`src/rtl/pcbp_pkg.sv`:
```
// ----------------------------------------------------------------------------
// pcbp_pkg
// Action codes and default sizes of the prefix code bit packer.
// ----------------------------------------------------------------------------
package pcbp_pkg;

	localparam logic [1:0] ACT_LOAD   = 2'd0;
	localparam logic [1:0] ACT_ENCODE = 2'd1;
	localparam logic [1:0] ACT_FINISH = 2'd2;

	localparam int MAX_CODE_LEN_DEF = 64;
	localparam int NUM_SYMBOLS_DEF  = 129;

	// entries in the command queue between front and back
	localparam int QUEUE_DEPTH = 2;

	localparam int BYTE_W = 8;
	// pending bits never reach a full byte
	localparam int PEND_W = 7;
	localparam int PCNT_W = 3;

endpackage

```
`src/rtl/pcbp_fifo.sv`:
```
// ----------------------------------------------------------------------------
// pcbp_fifo
// Short command queue between the lookup front and the packing back.
// ----------------------------------------------------------------------------
module pcbp_fifo
	import pcbp_pkg::*;
#(
	parameter int WIDTH = 8,
	parameter int DEPTH = QUEUE_DEPTH
) (
	input  logic             clk,
	input  logic             arst_n,
	input  logic             push,
	input  logic [WIDTH-1:0] push_data,
	output logic             room,
	input  logic             pop,
	output logic             avail,
	output logic [WIDTH-1:0] pop_data
);

	localparam int PTR_W = (DEPTH > 1) ? $clog2(DEPTH) : 1;
	localparam int CNT_W = $clog2(DEPTH + 1);

	logic [WIDTH-1:0] slot_q [DEPTH];
	logic [PTR_W-1:0] wptr_q;
	logic [PTR_W-1:0] rptr_q;
	logic [CNT_W-1:0] fill_q;
	logic             do_push;
	logic             do_pop;

	assign room     = (fill_q != CNT_W'(DEPTH));
	assign avail    = (fill_q != '0);
	assign do_push  = push && room;
	assign do_pop   = pop && avail;
	assign pop_data = slot_q[rptr_q];

	always_ff @(posedge clk or negedge arst_n) begin
		if (!arst_n) begin
			wptr_q <= '0;
			rptr_q <= '0;
			fill_q <= '0;
		end else begin
			if (do_push) begin
				wptr_q <= (wptr_q == PTR_W'(DEPTH - 1)) ? '0 : wptr_q + 1'b1;
			end
			if (do_pop) begin
				rptr_q <= (rptr_q == PTR_W'(DEPTH - 1)) ? '0 : rptr_q + 1'b1;
			end
			if (do_push && !do_pop) begin
				fill_q <= fill_q + 1'b1;
			end else if (do_pop && !do_push) begin
				fill_q <= fill_q - 1'b1;
			end
		end
	end

	always_ff @(posedge clk) begin
		if (do_push) begin
			slot_q[wptr_q] <= push_data;
		end
	end

endmodule

```
`config.mk`:
```
export PLATFORM = sky130hd
export DESIGN_NAME = pcbp_fifo
export DESIGN_NICKNAME = d
export VERILOG_FILES = /design/src/rtl/pcbp_pkg.sv /design/src/rtl/pcbp_fifo.sv
export SDC_FILE = /design/constraint.sdc
export NUM_CORES = 1
export LEC_CHECK = 0
export BUFFER_PORTS_ARGS = -buffer_cell sky130_fd_sc_hd__buf_2
export CAP_MARGIN = 0
export CORE_MARGIN = 4
export CORE_UTILIZATION = 48
export DETAILED_ROUTE_END_ITERATION = 10
export GPL_ROUTABILITY_DRIVEN = 0
export PLACE_DENSITY = 0.84
export SYNTH_ARGS = -nofsm -noshare
export SYNTH_HDL_FRONTEND = slang
export SYNTH_SLANG_ARGS = --single-unit
```
`constraint.sdc`:
```
create_clock -name clk -period 1.5 [get_ports clk]
set_input_delay 0 -clock clk [delete_from_list [all_inputs] [get_ports clk]]
set_output_delay 0 -clock clk [all_outputs]
set_load 0.02 [all_outputs]
```
==> results.py, run 1 <==
metrics = {
    "outcome": {
        "outcome": "complete, no violations",
    },
    "global_routing": {
        "grt_pass1_vias": 440,
        "grt_max_degree": 12,
        "grt_pass1_wl_mm": 2.11,
        "overflow": 0,
        "antenna_found_initial": 0,
        "gr-usage-all-layers_pct": 11.5,
    },
    "synth": {
        "seq_area_frac_synth_pct": 73.8,
        "synth_edf_count": 16,
        "synth_top_area_share_pct": 61.0,
        "mappedNetlistNets": 56,
        "ys_async_sr_fraction_pct": 20.0,
        "yosysWarnings": 0,
        "avgSynthCellArea_sq_um": 18.3,
        "ys_top_cells_by_area": "edfxtp_1 (61%), dfrtp_1 (13%), mux2_2 (11%)",
        "synth_top_cell_by_area": "edfxtp_1",
        "ys_ff_latch": 20,
        "netlist_area_sq_um": 787,
        "syn_inst": 43,
        "dominantRegCellSynth": "edfxtp_1",
        "yosysUniqueCellTypes": 14,
    },
    "route": {
        "avgViaCountPerCell": 4.66,
        "dr.pass1.iters": 4,
        "vias": 443,
        "drc": 0,
        "postRouteWirelength_mm": 1.26,
        "routedWlPerCell_um": 13.2,
        "drt_iter0_drc": 2,
        "ant_nets": 0,
    },
    "die": {
        "start_util_pct": 51.6,
        "coreArea_sq_um": 1520,
        "die_w_um": 48.5,
        "die-area_sq_um": 2350,
        "num_rows": 14,
        "die_h_um": 48.5,
        "io_pins": 22,
    },
    "cts": {
        "cts_tree": "done",
        "h-tree-depth": 1,
        "numCtsBuffers": 3,
        "cts.sinks": 20,
        "cts.path.max_buffers": 2,
        "clk_pin_slew_ns": 0.10,
        "clock_latency_ns": 0.28,
        "cts_root_buf": "clkbuf_4",
        "post_cts_buffers": 0,
    },
    "final_layout": {
        "final_cell_mix": "buf_2 (21), edfxtp_1 (16), dlygate4sd3_1 (11), mux2_2 (8)",
        "syn_to_final_growth_pct": 34.7,
        "drive_gt1_share_pct": 48.1,
        "diodes": 0,
        "layout_commonest_cell": "buf_2",
        "final_cells": 95,
        "layout.nets": 93,
        "utilization_pct": 69.5,
    },
    "critical_path": {
        "cp.required_ns": 1.71,
        "reg2reg_setup_slack_ns": 0.08,
        "cp-end-kind": "flop",
        "reg2reg_from": "fill_q[0]$_DFFE_PN0P_",
        "startpoint_type": "flop",
        "crit_fanout": 4,
        "critPathArrivalTime_ns": 1.63,
        "path_class": "flop to flop",
        "rr_endpoint": "fill_q[1]$_DFFE_PN0P_",
        "ff2ff_path_depth": 7,
    },
    "sta": {
        "fin_crit_ns": 1.42,
        "hold_viol": 0,
        "clock_skew_ns": 0.00318,
        "tightest_slew_ns": 0.397,
        "fmax_mhz": 702,
        "setup_viol": 0,
        "slew_violations": 0,
        "maxSlewHeadroom_pct": 73.5,
        "finalSetupTns_ns": 0,
        "setup_ws_ns": 0.0756,
        "rsz0062_at_grt": "no",
        "finalCritPeriodShare_pct": 95.0,
    },
    "pwr": {
        "ir_worst_vdd_uv": 939,
        "power.density_nw_per_um2": 1780,
        "leakage_nw": 0.437,
    },
    "placement": {
        "portBuffers": 21,
        "pre_cts_ws_ns": 0.0632,
        "dp.cells": 80,
        "place_hpwl_um": 831,
    },
    "worst_hold_path": {
        "hold_path.class": "input pin to async pin",
    },
    "flow_run": {
        "drv_cap": 0,
    },
}
-- timing repair --
item,in CTS,in global routing
endpoints found under the hold margin,21,1
hold buffers,10,1
endpoints found under the setup margin,0,2
resized for setup,0,3
-- layout make-up --
class	count	area [sq um]
clock buffer	3	22.5
clock inverter	1	3.75
fill	104	464
inverter	1	3.75
multi-input combinational	21	205
sequential	20	582
tap	16	20.0
timing repair buffer	33	223
-- worst max path at each step --
stage | start | endpoint | slack, ns | depth (start not counted)
after global routing | fill_q[0]$_DFFE_PN0P_ | fill_q[1]$_DFFE_PN0P_ | 0.0007 | 7
after floorplan | fill_q[0]$_DFFE_PN0P_ | slot_q[0][0]$_DFFE_PP_ | 0.08 | 3
after CTS | fill_q[0]$_DFFE_PN0P_ | fill_q[1]$_DFFE_PN0P_ | 0.04 | 6
after global placement | fill_q[0]$_DFFE_PN0P_ | fill_q[1]$_DFFE_PN0P_ | 0.13 | 6
final | fill_q[0]$_DFFE_PN0P_ | fill_q[1]$_DFFE_PN0P_ | 0.08 | 7
after detailed placement | fill_q[0]$_DFFE_PN0P_ | fill_q[1]$_DFFE_PN0P_ | 0.06 | 6
-- logic make-up after synthesis --
| group | after synthesis | share of synthesized area [%] |
|---|---|---|
| adder cells (fa/ha/maj) | 1 | 1.59 |
| AND/OR/NAND/NOR | 7 | 6.52 |
| multiplexers | 8 | 11.4 |
| XOR/XNOR | 5 | 5.57 |
| flip-flops | 20 | 73.8 |
| buffers and inverters | 2 | 1.11 |
-- power breakdown --
part           switching [mW]  internal, mW  total [mW]
sequential              0.121         0.778       0.900
combinational           0.388         0.362       0.750
clock                   0.140        0.0964       0.236
-- cells in the mapped netlist, types with 2 or more instances --
library cell  instances
mux2_2                8
edfxtp_1             16
nor2_1                2
dfrtp_1               4
xnor2_1               3
xor2_1                2
-- per-layer routing --
metal / global-route usage (%) / wire length [um]
met5: 0 / 0
met4: 5.38 / 20
met3: 2.76 / 62
met2: 18.0 / 621
met1: 14.9 / 552
-- state kept, by name, indices dropped and copies added (netlist names) --
name / count
wptr_q: 1
slot_q: 16
rptr_q: 1
fill_q: 2
-- metrics by stage --
| stage | area, sq um | hold WS (ns) | power (mW) |
|---|---|---|---|
| after floorplan | 787 | -0.296 | 1.42 |
| after global placement | 915 | -0.189 | 1.61 |
| after detailed placement | 915 | -0.189 | 1.63 |
| after CTS | 1040 | 0.0125 | 1.89 |
| after global routing | 1060 | 0.0359 | 2.00 |
| final | 1060 | 0.0484 | 1.89 |
-- worst max-delay path, stage by stage, from the launching register on --
cell and delay [ns]:
dfrtp_1 0.44, nand2b_4 0.18, nand2_4 0.08, inv_1 0.04, ha_1 0.18, xor2_1 0.14
nor2_1 0.14, xor2_1 0.16
Power figures use the tool's default switching activity.
==> run 2: changes to the inputs <==
--- a/config.mk
+++ b/config.mk
@@ -6,9 +6,9 @@
 export NUM_CORES = 1
 export LEC_CHECK = 0
 export BUFFER_PORTS_ARGS = -buffer_cell sky130_fd_sc_hd__buf_2
-export CAP_MARGIN = 0
 export CORE_MARGIN = 4
 export CORE_UTILIZATION = 48
+export CTS_BUF_LIST = sky130_fd_sc_hd__clkbuf_16
 export DETAILED_ROUTE_END_ITERATION = 10
 export GPL_ROUTABILITY_DRIVEN = 0
 export PLACE_DENSITY = 0.84
==> run 2 against run 1 <==
Compared with the run above:
- combinational power is 2% lower
- core utilization is 1.7 points higher
- count of clock-buffer cells in the layout stayed put
- global-route usage is 0.58 points higher
- fmax is 1.2% higher
- die area stayed put
- register-to-register slack better by 0.02 ns
- setup slack better by 0.017 ns
- first-iteration DRC count is 100% lower
- sequential share of layout area is 1.4 points lower
- via count is 0.90% higher
- critical path type unchanged
- highest routed layer unchanged
==> results.py, run 2 (synthesized netlist as in run 1, its figures left out) <==
metrics = {
    "route": {
        "ant_nets": 0,
        "dr.pass1.iters": 1,
        "routedWlPerCell_um": 13.6,
        "avgViaCountPerCell": 4.81,
        "postRouteWirelength_mm": 1.27,
        "drc": 0,
        "drt_iter0_drc": 0,
        "vias": 447,
    },
    "global_routing": {
        "antenna_found_initial": 0,
        "overflow": 0,
        "grt_pass1_wl_mm": 2.14,
        "grt_max_degree": 12,
        "gr-usage-all-layers_pct": 12.1,
        "grt_pass1_vias": 430,
    },
    "placement": {
        "portBuffers": 21,
        "place_hpwl_um": 831,
        "pre_cts_ws_ns": 0.0632,
    },
    "cts": {
        "cts_tree": "done",
        "numCtsBuffers": 3,
        "h-tree-depth": 1,
        "cts.sinks": 20,
        "clk_pin_slew_ns": 0.05,
        "cts_root_buf": "clkbuf_16",
        "post_cts_buffers": 0,
        "clock_latency_ns": 0.25,
        "cts.path.max_buffers": 2,
    },
    "sta": {
        "rsz0062_at_grt": "no",
        "whs_ns": 0.0151,
        "slew_violations": 0,
        "clock_skew_ns": 0.00176,
        "fmax_mhz": 710,
        "setup_ws_ns": 0.0923,
        "fin_crit_ns": 1.41,
        "hold_viol": 0,
        "tightest_slew_ns": 0.395,
        "finalCritPeriodShare_pct": 93.8,
        "setup_viol": 0,
        "finalSetupTns_ns": 0,
        "maxSlewHeadroom_pct": 73.7,
    },
    "pwr": {
        "p_switching_uw": 678,
        "p_clk_share_pct": 24.5,
        "power.density_nw_per_um2": 1990,
        "power_frac_seq_pct": 41.5,
        "p_comb_share_pct": 34.0,
        "swShare_pct": 31.3,
        "p_int_mw": 1.49,
        "leakage_nw": 0.450,
        "power.total_mw": 2.16,
        "ir_worst_vdd_uv": 1370,
    },
    "final_layout": {
        "seqCellArea_sq_um": 581,
        "utilization_pct": 71.3,
        "largest_register_ffs": 16,
        "top_regs": "slot_q: 16 flops, fill_q: 2 flops",
        "num-fill-cells": 102,
        "diodes": 0,
        "drive_gt1_share_pct": 48.1,
        "syn_to_final_growth_pct": 38.0,
        "layout.nets": 91,
        "layout_commonest_cell": "buf_2",
        "final_cell_mix": "buf_2 (21), edfxtp_1 (16), dlygate4sd3_1 (9), mux2_2 (8), dfrtp_1 (4)",
        "largest_register": "slot_q",
        "multi_input_area_sq_um": 200,
    },
    "critical_path": {
        "startpoint_type": "flop",
        "critPathArrivalTime_ns": 1.58,
        "crit_path_cell_trace": "nand2b_4, nand2_2, inv_1, ha_1, nor2_1, xor2_1",
        "rr_endpoint": "fill_q[1]$_DFFE_PN0P_",
        "critPathBufInv": 1,
        "ff2ff_path_depth": 6,
        "crit_fanout": 4,
        "path_class": "flop to flop",
        "reg2reg_from": "fill_q[0]$_DFFE_PN0P_",
        "reg2reg_setup_slack_ns": 0.09,
        "cp.required_ns": 1.67,
        "path_delay_family": "flip-flops",
        "cp-end-kind": "flop",
        "slowest_stage": "dfrtp_1",
        "cpPeakStageDelay_ns": 0.42,
    },
    "flow_run": {
        "drv_cap": 0,
    },
    "die": {
        "die-area_sq_um": 2350,
        "num_rows": 14,
        "coreArea_sq_um": 1520,
        "die_w_um": 48.5,
        "die_h_um": 48.5,
        "io_pins": 22,
        "start_util_pct": 51.6,
    },
    "worst_hold_path": {
        "holdPathEnd": "rptr_q$_DFFE_PN0P_",
        "hold_path.class": "input pin to flop",
        "hold_depth": 3,
        "hold_path_startpoint": "pop",
    },
    "outcome": {
        "outcome": "complete, no violations",
    },
}
run 2: cell types whose count changed in the layout (fill, tap and decap cells not counted):
cell / before / now
clkbuf_4: 3 / 0
nand2_4: 2 / 1
dlygate4sd3_1: 11 / 9
clkbuf_16: 0 / 3
dfrtp_1: 3 / 4
dfrtp_2: 1 / 0
nand2_2: 0 / 1
run 2: metal layers:
layer,track usage [%],vias to the layer above,routed length (um)
li1,-,223,-
met1,15.1,210,547
met2,17.8,12,637
met3,4.60,2,62
met4,6.73,0,20
met5,0,-,0
run 2: power groups by stage:
stage	sequential [mW]	clock [mW]	combinational (mW)
after floorplan	0.845	0	0.580
after global placement	0.898	0	0.711
after detailed placement	0.909	0	0.724
after CTS	0.900	0.538	0.744
after global routing	0.918	0.566	0.790
final	0.898	0.530	0.737
run 2: what timing repair did:
action | in CTS | in global routing
endpoints found under the setup margin | 0 | 1
hold endpoints to repair | 20 | 0
resized for setup | 0 | 1
hold buffers | 9 | 0
run 2: layout make-up:
cell class | instances | area share [%]
clock inverters | 1 | 0.346
inverters | 1 | 0.346
well taps | 16 | 1.84
repair buffers | 31 | 18.7
clock buffers | 3 | 6.91
flip-flops and latches | 20 | 53.5
multi-input cells | 21 | 18.4
run 2: worst max-delay path by stage:
stage                                      from                endpoint  slack [ns]  cells past startpoint
final                     fill_q[0]$_DFFE_PN0P_   fill_q[1]$_DFFE_PN0P_        0.09                      6
after global routing      fill_q[0]$_DFFE_PN0P_   fill_q[1]$_DFFE_PN0P_       0.001                      7
after CTS                 fill_q[0]$_DFFE_PN0P_   fill_q[1]$_DFFE_PN0P_        0.05                      6
after detailed placement  fill_q[0]$_DFFE_PN0P_   fill_q[1]$_DFFE_PN0P_        0.06                      6
after global placement    fill_q[0]$_DFFE_PN0P_   fill_q[1]$_DFFE_PN0P_        0.13                      6
after floorplan           fill_q[0]$_DFFE_PN0P_  slot_q[0][0]$_DFFE_PP_        0.08                      3
run 2: stage by stage:
stage / cells / instance area (sq um)
3_3_place_gp: 80 / 915
6_report: 93 / 1090
5_1_grt: 93 / 1090
3_5_place_dp: 80 / 915
2_1_floorplan: 43 / 787
4_1_cts: 93 / 1080
run 2: worst register-to-register path, stage by stage (launching register included):
cell      delay (ns)
dfrtp_1         0.42
nand2b_4        0.17
nand2_2         0.09
inv_1           0.05
ha_1            0.30
nor2_1          0.15
xor2_1          0.16
