==> config.mk <==
export PLATFORM = sky130hd
export DESIGN_NAME = pcbp_back
export DESIGN_NICKNAME = d
export VERILOG_FILES = /design/src/rtl/pcbp_pkg.sv /design/src/rtl/pcbp_back.sv
export SDC_FILE = /design/constraint.sdc
export NUM_CORES = 1
export LEC_CHECK = 0
export BUFFER_PORTS_ARGS = -buffer_cell sky130_fd_sc_hd__buf_2
export CORE_MARGIN = 3
export CORE_UTILIZATION = 63
export DETAILED_ROUTE_END_ITERATION = 8
export GPL_TIMING_DRIVEN = 0
export PLACE_DENSITY = 0.86
export SLEW_MARGIN = 20
export SYNTH_ARGS = -nofsm -noshare
export SYNTH_HDL_FRONTEND = slang
export SYNTH_SLANG_ARGS = --single-unit
==> constraint.sdc <==
create_clock -name clk -period 5.35 [get_ports clk]
set_input_delay 1.07 -clock clk [delete_from_list [all_inputs] [get_ports clk]]
set_output_delay 1.07 -clock clk [all_outputs]
set_load 0.01 [all_outputs]
==> src/rtl/pcbp_pkg.sv <==
// ----------------------------------------------------------------------------
// pcbp_pkg
// Action codes and default sizes of the prefix code bit packer.
// ----------------------------------------------------------------------------
package pcbp_pkg;

	localparam logic [1:0] ACT_LOAD   = 2'd0;
	localparam logic [1:0] ACT_ENCODE = 2'd1;
	localparam logic [1:0] ACT_FINISH = 2'd2;

	localparam int MAX_CODE_LEN_DEF = 64;
	localparam int NUM_SYMBOLS_DEF  = 129;

	// entries in the command queue between front and back
	localparam int QUEUE_DEPTH = 2;

	localparam int BYTE_W = 8;
	// pending bits never reach a full byte
	localparam int PEND_W = 7;
	localparam int PCNT_W = 3;

endpackage

==> src/rtl/pcbp_back.sv <==
// ----------------------------------------------------------------------------
// pcbp_back
// Merges queued codes with pending bits, sends one byte per cycle while the
// output is not stalled, and pads and flags the last byte on finish.
// ----------------------------------------------------------------------------
module pcbp_back
	import pcbp_pkg::*;
#(
	parameter int MAX_CODE_LEN = MAX_CODE_LEN_DEF,
	parameter int LEN_W        = $clog2(MAX_CODE_LEN + 1),
	parameter int CMD_W        = MAX_CODE_LEN + LEN_W + 1
) (
	input  logic             clk,
	input  logic             arst_n,
	input  logic             avail,
	input  logic [CMD_W-1:0] pop_data,
	output logic             pop,
	output logic             out_valid,
	input  logic             out_stall,
	output logic [7:0]       out_byte,
	output logic             last
);

	localparam int CW    = MAX_CODE_LEN;
	localparam int WW    = CW + BYTE_W;
	localparam int CNT_W = $clog2(WW);

	localparam logic ST_IDLE = 1'b0;
	localparam logic ST_RUN  = 1'b1;

	logic              st_q;
	logic [WW-1:0]     work_q;
	logic [CNT_W-1:0]  cnt_q;
	logic              fin_q;
	logic [PEND_W-1:0] pend_q;
	logic [PCNT_W-1:0] pcount_q;
	logic              out_valid_q;
	logic [7:0]        out_byte_q;
	logic              last_q;

	logic [CW-1:0]     cmd_code;
	logic [LEN_W-1:0]  cmd_len;
	logic              cmd_fin;
	logic [WW-1:0]     merged;
	logic              slot_free;
	logic              emit_full;
	logic              emit_tail;
	logic              emit;

	assign cmd_code = pop_data[CMD_W-1 -: CW];
	assign cmd_len  = pop_data[LEN_W:1];
	assign cmd_fin  = pop_data[0];

	// pending bits are kept left-aligned, the new code follows them
	assign merged = {pend_q, {(CW + 1){1'b0}}} | ({cmd_code, {BYTE_W{1'b0}}} >> pcount_q);

	assign pop       = (st_q == ST_IDLE) && avail;
	assign slot_free = !out_valid_q || !out_stall;
	assign emit_full = (cnt_q >= CNT_W'(BYTE_W));
	assign emit_tail = fin_q && (cnt_q != '0) && !emit_full;
	assign emit      = (st_q == ST_RUN) && (emit_full || emit_tail) && slot_free;

	always_ff @(posedge clk or negedge arst_n) begin
		if (!arst_n) begin
			st_q        <= ST_IDLE;
			pend_q      <= '0;
			pcount_q    <= '0;
			out_valid_q <= 1'b0;
		end else begin
			unique case (st_q)
				ST_IDLE: begin
					if (avail) begin
						st_q <= ST_RUN;
					end
				end
				ST_RUN: begin
					if (!emit_full && !emit_tail) begin
						// leftover bits wait for the next code
						pend_q   <= fin_q ? '0 : work_q[WW-1 -: PEND_W];
						pcount_q <= fin_q ? '0 : cnt_q[PCNT_W-1:0];
						st_q     <= ST_IDLE;
					end
				end
				default: st_q <= ST_IDLE;
			endcase
			if (emit) begin
				out_valid_q <= 1'b1;
			end else if (!out_stall) begin
				out_valid_q <= 1'b0;
			end
		end
	end

	always_ff @(posedge clk) begin
		if (pop) begin
			work_q <= merged;
			cnt_q  <= CNT_W'(pcount_q) + CNT_W'(cmd_len);
			fin_q  <= cmd_fin;
		end else if (emit) begin
			work_q <= work_q << BYTE_W;
			cnt_q  <= emit_full ? cnt_q - CNT_W'(BYTE_W) : '0;
		end
		if (emit) begin
			out_byte_q <= work_q[WW-1 -: BYTE_W];
			last_q     <= fin_q && (cnt_q <= CNT_W'(BYTE_W));
		end
	end

	assign out_valid = out_valid_q;
	assign out_byte  = out_byte_q;
	assign last      = last_q;

endmodule

==> results by group, run 1 <==
Routing
  – Met2 wire len: roughly 8400 um
  – Metal1 wirelength: a little over 6000 um
  – Total number of vias: approximately 5500
  – Detailed Route Iter0 Violations: between 600 and 700
  – Routed vias/inst: 6.724
  – Antenna Nets Post-Route: 0
  – Met3 WL post-DR: between 1500 and 2000 um
  – WL/cell: approximately 20 um
  – Final WL: roughly 17000 um
  – # DRC: 0
  – Max Used Layer: met4
  – DR pass1 iterations: 5

GRT
  – Antenna violations before repair: 0
  – First-pass GRT wire length: between 20000 and 30000 um
  – Tot GR Track Use: ~30%
  – Total gr overflow: 0
  – Number of global-route vias before repair: 5500
  – Largest net degree at the start of global routing: 57

Synth
  – Yosys reg bits: 100
  – XOR/XNOR share of the synthesized area: less than 1%
  – Mux contribution to synthesized area: 21.26%
  – Post-Synth Adder-Cell Area: 1.110%
  – Yosys warns: 0
  – Average size of a mapped cell: 10.75 sq um
  – Cells after synthesis: just under 600
  – Ys flop type: edfxtp_1
  – Syn_nets: 668
  – Netlist cell types: 44
  – Post-synth EDFFs: a little under 90
  – Most instantiated cells after synthesis: 174 x nand3_1, 88 x edfxtp_1, 73 x nand2_1
  – Post-Synth Simple-Gate Area: 20.76%
  – Share of the yosys chip area belonging to registers: ~47%
  – Synth area leaders: edfxtp_1 42%, nand3_1 14%, mux4_2 11%
  – Post-synthesis compound-gate area fraction: roughly 4.7%
  – Largest family of logic cells by synthesized area: multiplexers
  – Synth Cell Area: between 6000 and 7000 sq um
  – Share of the synthesized area in the top cell type: between 40% and 50%
  – Cell with the most instances after synthesis: nand3_1
  – Synth area leader: edfxtp_1
  – Async SR Flop Fraction: a little under an eighth

Clock network
  – Maximum clock path buffer count: 2
  – Post-CTS sizing: 0
  – CTS tree: yes
  – Root Buffer: clkbuf_8
  – Clk Latency, worst-skew pair: 0.38 ns
  – TritonCTS sink count: 100
  – Worst-path clk slew: roughly 0.10 ns
  – Inserted Clock Buffers: 9
  – Post-CTS Repair Setup Buffers: 0
  – H-tree levels: 3
  – # hold bufs at CTS: 0

Finish
  – # diodes: 0
  – Layout Cells excl Fill: roughly 820
  – P&R area growth vs syn: 12.87%
  – Fraction of layout cells with a size suffix above 1: between 20% and 30%
  – Fin util: between 70 and 80%
  – Final Instance Area: between 7000 and 8000 sq um
  – FILL cells: ~670
  – Nets: 766

Floorplanning
  – Die H: ~110 um
  – I/O pin total: between 80 and 90
  – Initial Util: between 60 and 70%
  – Core ar.: roughly 9500 sq um
  – Die Width: approximately 110 um
  – Std-Cell Rows: 35
  – DIE AREA: approximately 11000 sq um

Setup path
  – Worst reg2reg path depth: 4
  – FF-to-FF Start: cnt_q[0]$_DFFE_PP_
  – Reg-to-reg setup timing slack: between 2 and 3 ns
  – Worst r2r dst: out_byte[4]$_DFFE_PP_
  – Worst-path maximum fanout: 11
  – CP Data Required Time: 4.28 ns
  – Critical path arrival: approximately 2.3 ns
  – Crit start category: primary input
  – Setup CP Type: primary input to output pin
  – CP endpoint kind: output pin
  – Critical Path Start: avail
  – CP endpoint: pop

STA
  – Final hold viol count: 0
  – Final setup margin: roughly 2.0 ns
  – Worst rel slew slack: approximately 42%
  – Tmin final: ~3.4 ns
  – Final setup violating endpoints: 0
  – Clock Skews: roughly 0.016 ns
  – Final Max Tran Viols: 0
  – RSZ-0062 raised after global routing: no
  – Worst slew pin tran: between 0.8 and 0.9 ns
  – Final period utilization: between 60% and 70%
  – Max frequency: 0.2966 GHz
  – Setup TNS: 0 ns

Place
  – I/O Buffers: 86
  – Detail Placement HPWL: 12060 um
  – Final GP Congestion: a little under 0.9
  – Dpl ws: ~2 ns
  – Post-placement cell area: a little under 7000 sq um
  – Dpl cells: 803

Pwr
  – Peak supply drop: 316.2 uV
  – PD cells: ~570 nW/um^2
  – Leak Pwr: around 2.9 nW

Min path
  – Hold Path Class: flip-flop to flip-flop

Outcome
  – Outcome: completed

Flow run
  – Max-Cap Viols: 0
registers in the layout (all words and copies together), names as in the netlist, 3 cells and up:
register / count
work_q: 71
out_byte: 8
cnt_q: 7
pend_q: 7
pcount_q: 3
area by class of cell:
| class | count | area, sq um | area share [%] |
|---|---|---|---|
| Multi-Input combinational cell | 428 | 3080 | 43.25 |
| Sequential cell | 100 | 2943 | 41.32 |
| Timing Repair Buffer | 87 | 457.9 | 6.430 |
| Buffer | 52 | 262.8 | 3.689 |
| Tap cell | 129 | 161.4 | 2.266 |
| Clock buffer | 9 | 123.9 | 1.739 |
| Clock inverter | 7 | 66.31 | 0.9311 |
| Inverter | 7 | 26.28 | 0.3689 |
how the worst min path moves through the flow:
stage                                    start               endpoint  slack, ns  cells past startpoint
after floorplan           work_q[64]$_DFFE_PP_  out_byte[0]$_DFFE_PP_       0.40                      0
after global placement    work_q[64]$_DFFE_PP_  out_byte[0]$_DFFE_PP_       0.41                      0
after detailed placement  work_q[64]$_DFFE_PP_  out_byte[0]$_DFFE_PP_       0.41                      0
after CTS                 work_q[64]$_DFFE_PP_  out_byte[0]$_DFFE_PP_       0.44                      0
after global routing      work_q[64]$_DFFE_PP_  out_byte[0]$_DFFE_PP_       0.45                      0
final                     work_q[64]$_DFFE_PP_  out_byte[0]$_DFFE_PP_       0.44                      0
cell usage in the layout, fill, tap and decap left out, drive strengths merged, types with 2 or more instances in the layout:
cell      instances
a21oi            10
a22o             10
a31oi             6
and2              4
buf             115
clkbuf           33
clkinv            2
clkinvlp          2
dfrtp            12
edfxtp           88
ha                4
inv              10
mux2              2
mux2i            62
mux4             31
nand2            73
nand2b            2
nand3           174
nor2             14
nor3              2
o21ai             9
or3               2
xnor2             5
xor2              2
through the flow:
step | total power (W) | hold WS (ns)
global route | 0.004282 | 0.4517
finish | 0.004069 | 0.4356
CTS | 0.004032 | 0.4380
detailed placement | 0.003549 | 0.4133
floorplan | 0.002996 | 0.4003
global placement | 0.003450 | 0.4106
per-layer routing:
metal | GRT usage [%] | vias to the layer above
li1 | - | 2426
met1 | 38.59 | 2624
met2 | 50.91 | 407
met3 | 5.039 | 50
met4 | 10.55 | 0
met5 | 0 | -
power breakdown:
part	leakage [nW]	internal, W	total, W	switching (W)
combinational	1.81	0.000801	0.00203	0.00122
clock	0.0918	0.000182	0.000484	0.000302
sequential	1.02	0.00139	0.00156	0.000168
cell families (layout without fill, tap and decap cells):
group | Yosys count | after routing
xor gates and xnor gates | 7 | 7
adders and majority gates | 5 | 5
buffers and inverters | 59 | 162
and+or+nand+nor | 277 | 277
AOI/OAI and AO/OA | 44 | 44
DFF | 100 | 100
muxes | 95 | 95
critical path: stages:
cell      delay [ns]
buf_2           0.09
nand2b_1        0.05
buf_2           0.16
clkinv_1        0.14
clkbuf_1        0.54
buf_2           0.25
Power figures use the tool's default switching activity.
==> run 2: changes to the inputs <==
- CORE_UTILIZATION: 63 -> 58
- PLACE_DENSITY: 0.86 -> 0.8
- clock period: 5.35 -> 3.2 ns (I/O delays scaled with it)
==> results by group, run 2 (synthesis gave the netlist of run 1 again) <==
Outcome
  – Outcome: completed

GRT
  – Total gr overflow: 0
  – First-pass GRT wire length: between 20000 and 30000 um
  – Tot GR Track Use: 27.35%
  – Number of global-route vias before repair: approximately 5300
  – Largest net degree at the start of global routing: between 40 and 50
  – Antenna violations before repair: 0

Place
  – Detail Placement HPWL: about 12000 um
  – I/O Buffers: between 80 and 90
  – Final GP Congestion: slightly below 0.9
  – Post-placement cell area: between 6000 and 7000 sq um

Clock network
  – Post-CTS Repair Setup Buffers: 0
  – CTS tree: yes
  – H-tree levels: 3
  – Root Buffer: clkbuf_8
  – Inserted Clock Buffers: 9
  – Worst-path clk slew: 0.09 ns
  – TritonCTS sink count: 100
  – # hold bufs at CTS: 0
  – Maximum clock path buffer count: 2
  – Clk Latency, worst-skew pair: ~0.38 ns
  – Post-CTS sizing: 0

Routing
  – Total number of vias: around 5400
  – # DRC: 0
  – Final WL: between 15000 and 20000 um
  – Antenna Nets Post-Route: 0
  – DR pass1 iterations: 5
  – WL/cell: slightly below 20 um
  – Routed vias/inst: 6.494
  – Detailed Route Iter0 Violations: 473

Setup path
  – Crit start category: flip-flop
  – Slowest-stage cell, CP: clkbuf_1
  – Critical path arrival: a little over 2 ns
  – Crit path top cell by count: buf_2
  – Worst path max stage delay: about 0.54 ns
  – Setup CP Type: flip-flop to output pin
  – Worst-path maximum fanout: 11
  – CP endpoint kind: output pin
  – Crit path cell chain: nand2b_1 > buf_2 > clkinv_1 > clkbuf_1 > buf_2
  – CP Data Required Time: between 2 and 3 ns

Finish
  – FF/Latch Area: around 2900 sq um
  – Max reg flops: 71
  – Most common cell after layout, fill and taps aside: nand3_1
  – Most frequent cells in the layout: 174 x nand3_1, 104 x buf_2, 88 x edfxtp_1
  – Reg with most FFs: work_q
  – Final Instance Area: a little over 7000 sq um
  – Fraction of layout cells with a size suffix above 1: between 20% and 30%
  – FILL cells: 827
  – # diodes: 0
  – P&R area growth vs syn: 12.69%
  – Nets: around 770
  – Multi-input logic area: around 3100 sq um

Flow run
  – Max-Cap Viols: 0

Pwr
  – Leak Pwr: ~2.9 nW
  – Flop pwr share: between 30% and 40%
  – Sw Share: around two fifths
  – Sw power: between 0.002 and 0.003 W
  – PD cells: around 940 nW/um^2
  – Clock share of power: about 11%
  – Int Power: roughly 0.004 W
  – Power share of the combinational group: ~50%
  – Peak supply drop: approximately 420 uV
  – Final Power: 0.006682 W

Floorplanning
  – Die Width: approximately 110 um
  – Core ar.: ~10000 sq um
  – Die H: ~110 um
  – I/O pin total: 87
  – Std-Cell Rows: 37
  – Initial Util: approximately three fifths
  – DIE AREA: between 10000 and 15000 sq um

STA
  – Worst slew pin tran: roughly 0.9 ns
  – Tmin final: ~2.7 ns
  – Final setup violating endpoints: 0
  – Setup TNS: 0 ns
  – Max frequency: 0.3695 GHz
  – Final period utilization: between 80 and 90%
  – Final Max Tran Viols: 0
  – Worst rel slew slack: 40.34%
  – RSZ-0062 raised after global routing: no
  – Clock Skews: about 0.014 ns
  – Final hold viol count: 0

Min path
  – Hold Path Class: primary input to asynchronous set/reset pin
==> run 2: final cells by class <==
type	instances	area share, %
plain buffers	52	3.695
clock buffers	12	2.041
clock inverters	4	0.3519
inverters	7	0.3695
multi-input cells	428	43.32
flip-flops and latches	100	41.39
well taps	136	2.393
repair buffers	87	6.440
==> run 2: worst max-delay path: cells and delay by family (launching register included) <==
kind / cells / cell delay, ns
AND/OR/NAND/NOR: 1 / 0.19
flip-flops: 1 / 0.43
buffers and inverters: 4 / 1.09
==> run 2: path summary, 6_finish.rpt <==
| kind | depth (start not counted) | endpoint | from | slack [ns] |
|---|---|---|---|---|
| setup / recovery | 5 | pop | st_q$_DFF_PN0_ | 0.49 |
| hold / removal | 1 | pcount_q[0]$_DFFE_PN0P_ | arst_n | 0.13 |
| setup reg to reg | 5 | work_q[60]$_DFFE_PP_ | cnt_q[0]$_DFFE_PP_ | 0.82 |
| hold reg to reg | 0 | out_byte[0]$_DFFE_PP_ | work_q[64]$_DFFE_PP_ | 0.44 |
| max in group asynchronous | 1 | pcount_q[2]$_DFFE_PN0P_ | arst_n | 2.85 |
| min in group clk | 1 | fin_q$_DFFE_PP_ | pop_data[0] | 0.43 |
==> run 2: power by group through the flow <==
stage	clock network (W)	registers (W)	logic, W
3_3_place_gp	0	0.00261	0.00317
6_report	0.000751	0.00260	0.00333
2_1_floorplan	0	0.00255	0.00244
5_1_grt	0.000804	0.00266	0.00366
4_1_cts	0.000745	0.00260	0.00331
3_5_place_dp	0	0.00262	0.00330
==> run 2: through the flow <==
step	setup WS, ns	hold slack, ns	utilization (%)	std cells
2_1_floorplan	0.7230	0.3444	-	587
3_3_place_gp	0.2291	0.4103	66.06	809
3_5_place_dp	0.6822	0.4323	66.34	810
4_1_cts	0.4892	0.1302	67.96	826
5_1_grt	0.3835	0.1369	67.96	826
6_report	0.4938	0.1296	67.96	826
==> run 2: per-layer routing <==
metal | vias up | part of all wire (%) | global-route usage, % | wire [um]
li1 | 2427 | - | - | -
met1 | 2626 | 40 | 36.80 | 6440
met2 | 292 | 49 | 45.10 | 7851
met3 | 19 | 9.4 | 5.649 | 1511
met4 | 0 | 1.4 | 8.091 | 231
met5 | - | 0 | 0 | 0
==> run 3: changes to the inputs <==
- CORE_UTILIZATION: 58 -> 53
- PLACE_DENSITY: 0.8 -> 0.77
- clock period: 3.2 -> 2.4 ns (I/O delays scaled with it)
==> results by group, run 3 (synthesis gave the netlist of run 1 again) <==
Floorplanning
  – I/O pin total: 87
  – Initial Util: between 50% and 60%
  – Die Width: about 120 um
  – Std-Cell Rows: 39
  – Core ar.: 11520 sq um
  – Die H: about 120 um
  – DIE AREA: around 13000 sq um

Outcome
  – Outcome: completed

Clock network
  – Clk Latency, worst-skew pair: 0.35 ns
  – Root Buffer: clkbuf_16
  – # hold bufs at CTS: 0
  – H-tree levels: 3
  – Maximum clock path buffer count: 2
  – Worst-path clk slew: 0.07 ns
  – Inserted Clock Buffers: 9
  – TritonCTS sink count: 100
  – CTS tree: yes
  – Post-CTS Repair Setup Buffers: 0

Setup path
  – Crit start category: flip-flop
  – CP endpoint kind: flip-flop
  – Slowest-stage cell, CP: and2_4
  – Worst path max stage delay: approximately 0.5 ns
  – Worst-path maximum fanout: 38
  – Setup CP Type: flip-flop to flip-flop
  – Crit path cell chain: nor4_1 > a211o_1 > o21a_1 > and2_4
  – CP Buf/Inv Count: 0
  – CP Data Required Time: ~2.4 ns
  – Critical path arrival: 2.23 ns
  – CP delay by family, top: simple AND/OR/NAND/NOR gates

STA
  – Final hold viol count: 0
  – RSZ-0062 raised after global routing: no
  – Final Max Tran Viols: 0
  – Tmin final: ~2.2 ns
  – Clock Skews: ~0.011 ns
  – Final period utilization: between 90 and 100%
  – Final setup violating endpoints: 0
  – Max frequency: around 0.44 GHz
  – Worst rel slew slack: 54.58%
  – Final setup margin: approximately 0.15 ns
  – Worst slew pin tran: approximately 0.68 ns

GRT
  – Antenna violations before repair: 0
  – Tot GR Track Use: 25.75%
  – Total gr overflow: 0
  – Largest net degree at the start of global routing: 39
  – Number of global-route vias before repair: ~5300
  – First-pass GRT wire length: roughly 27000 um

Finish
  – Reg with most FFs: work_q
  – Fraction of layout cells with a size suffix above 1: 24.53%
  – Final Instance Area: around 7300 sq um
  – P&R area growth vs syn: 15.41%
  – Nets: roughly 770
  – Most common cell after layout, fill and taps aside: nand3_1
  – Max reg flops: between 70 and 80
  – Most frequent cells in the layout: 174 x nand3_1, 104 x buf_2, 88 x edfxtp_1
  – # diodes: 0
  – Layout Cells excl Fill: about 830

Routing
  – Detailed Route Iter0 Violations: between 600 and 700
  – # DRC: 0
  – Routed vias/inst: between 6 and 7
  – DR pass1 iterations: 7
  – Total number of vias: 5375
  – Final WL: between 15000 and 20000 um
  – Antenna Nets Post-Route: 0
  – WL/cell: approximately 20 um

Pwr
  – Peak supply drop: a little over 500 uV
  – Leak Pwr: between 2 and 3 nW
  – Final Power: between 0.009 and 0.01 W
  – PD cells: ~1300 nW/um^2

Place
  – Post-placement cell area: ~7000 sq um
  – Dpl ws: -0.07748 ns
  – Final GP Congestion: ~0.86
  – Dpl cells: approximately 820
  – Detail Placement HPWL: roughly 12000 um
  – I/O Buffers: 86

Min path
  – Hold Path Class: primary input to asynchronous set/reset pin

Flow run
  – Max-Cap Viols: 0
==> run 3: cell types whose count changed in the layout (fill, tap and decap cells not counted), sizes merged <==
cell,previous run,this run
and2,4,5
buf,115,114
bufinv,0,3
clkbuf,36,32
clkinv,4,1
clkinvlp,0,3
==> run 3: layer usage <==
metal / global-route usage, % / wire length [um]
met5: 0 / 0
met1: 34.54 / 6605
met2: 42.01 / 8252
met3: 4.895 / 1330
met4: 9.468 / 433
==> run 3: layout make-up <==
cell class	instances	area [sq um]
Inverter	7	30.03
Clock buffer	9	225.2
Fill cell	972	4234
Clock inverter	7	122.6
Tap cell	143	178.9
Sequential cell	100	2943
Timing Repair Buffer	86	430.4
Multi-Input combinational cell	429	3093
Buffer	51	259.0
==> run 3: final timing paths <==
check | from | endpoint | slack, ns | cells after the start
worst min register to register | work_q[64]$_DFFE_PP_ | out_byte[0]$_DFFE_PP_ | 0.43 | 0
min in group clk | pop_data[0] | fin_q$_DFFE_PP_ | 0.31 | 1
worst max register to register | cnt_q[0]$_DFFE_PP_ | work_q[45]$_DFFE_PP_ | 0.15 | 4
worst min-delay path | arst_n | pcount_q[1]$_DFFE_PN0P_ | 0.0006 | 1
max in group asynchronous | arst_n | pend_q[3]$_DFFE_PN0P_ | 2.17 | 1
worst max-delay path | cnt_q[0]$_DFFE_PP_ | work_q[45]$_DFFE_PP_ | 0.15 | 4
==> run 3: per-stage QoR <==
stage	utilization (%)	hold WS (ns)	TNS [ns]
finish	63.23	0.0005936	0
global route	63.23	0.008310	0
CTS	63.17	0.002865	0
detailed placement	60.10	0.3767	-5.417
global placement	60.10	0.3708	-3.505
floorplan	-	0.1844	0
==> run 3: repair_timing <==
| action | 4_1_cts | 5_1_grt |
|---|---|---|
| pin swaps | 0 | 0 |
| cloned | 1 | 0 |
| resized for setup | 1 | 2 |
| endpoints found under the setup margin | 76 | 28 |
==> run 3: report_power, final <==
part | internal, W | switching (W) | leakage [nW]
sequential | 0.00311 | 0.000355 | 1.02
clock | 0.00103 | 0.000677 | 0.162
combinational | 0.00175 | 0.00269 | 1.80
total | 0.00588 | 0.00372 | 2.98
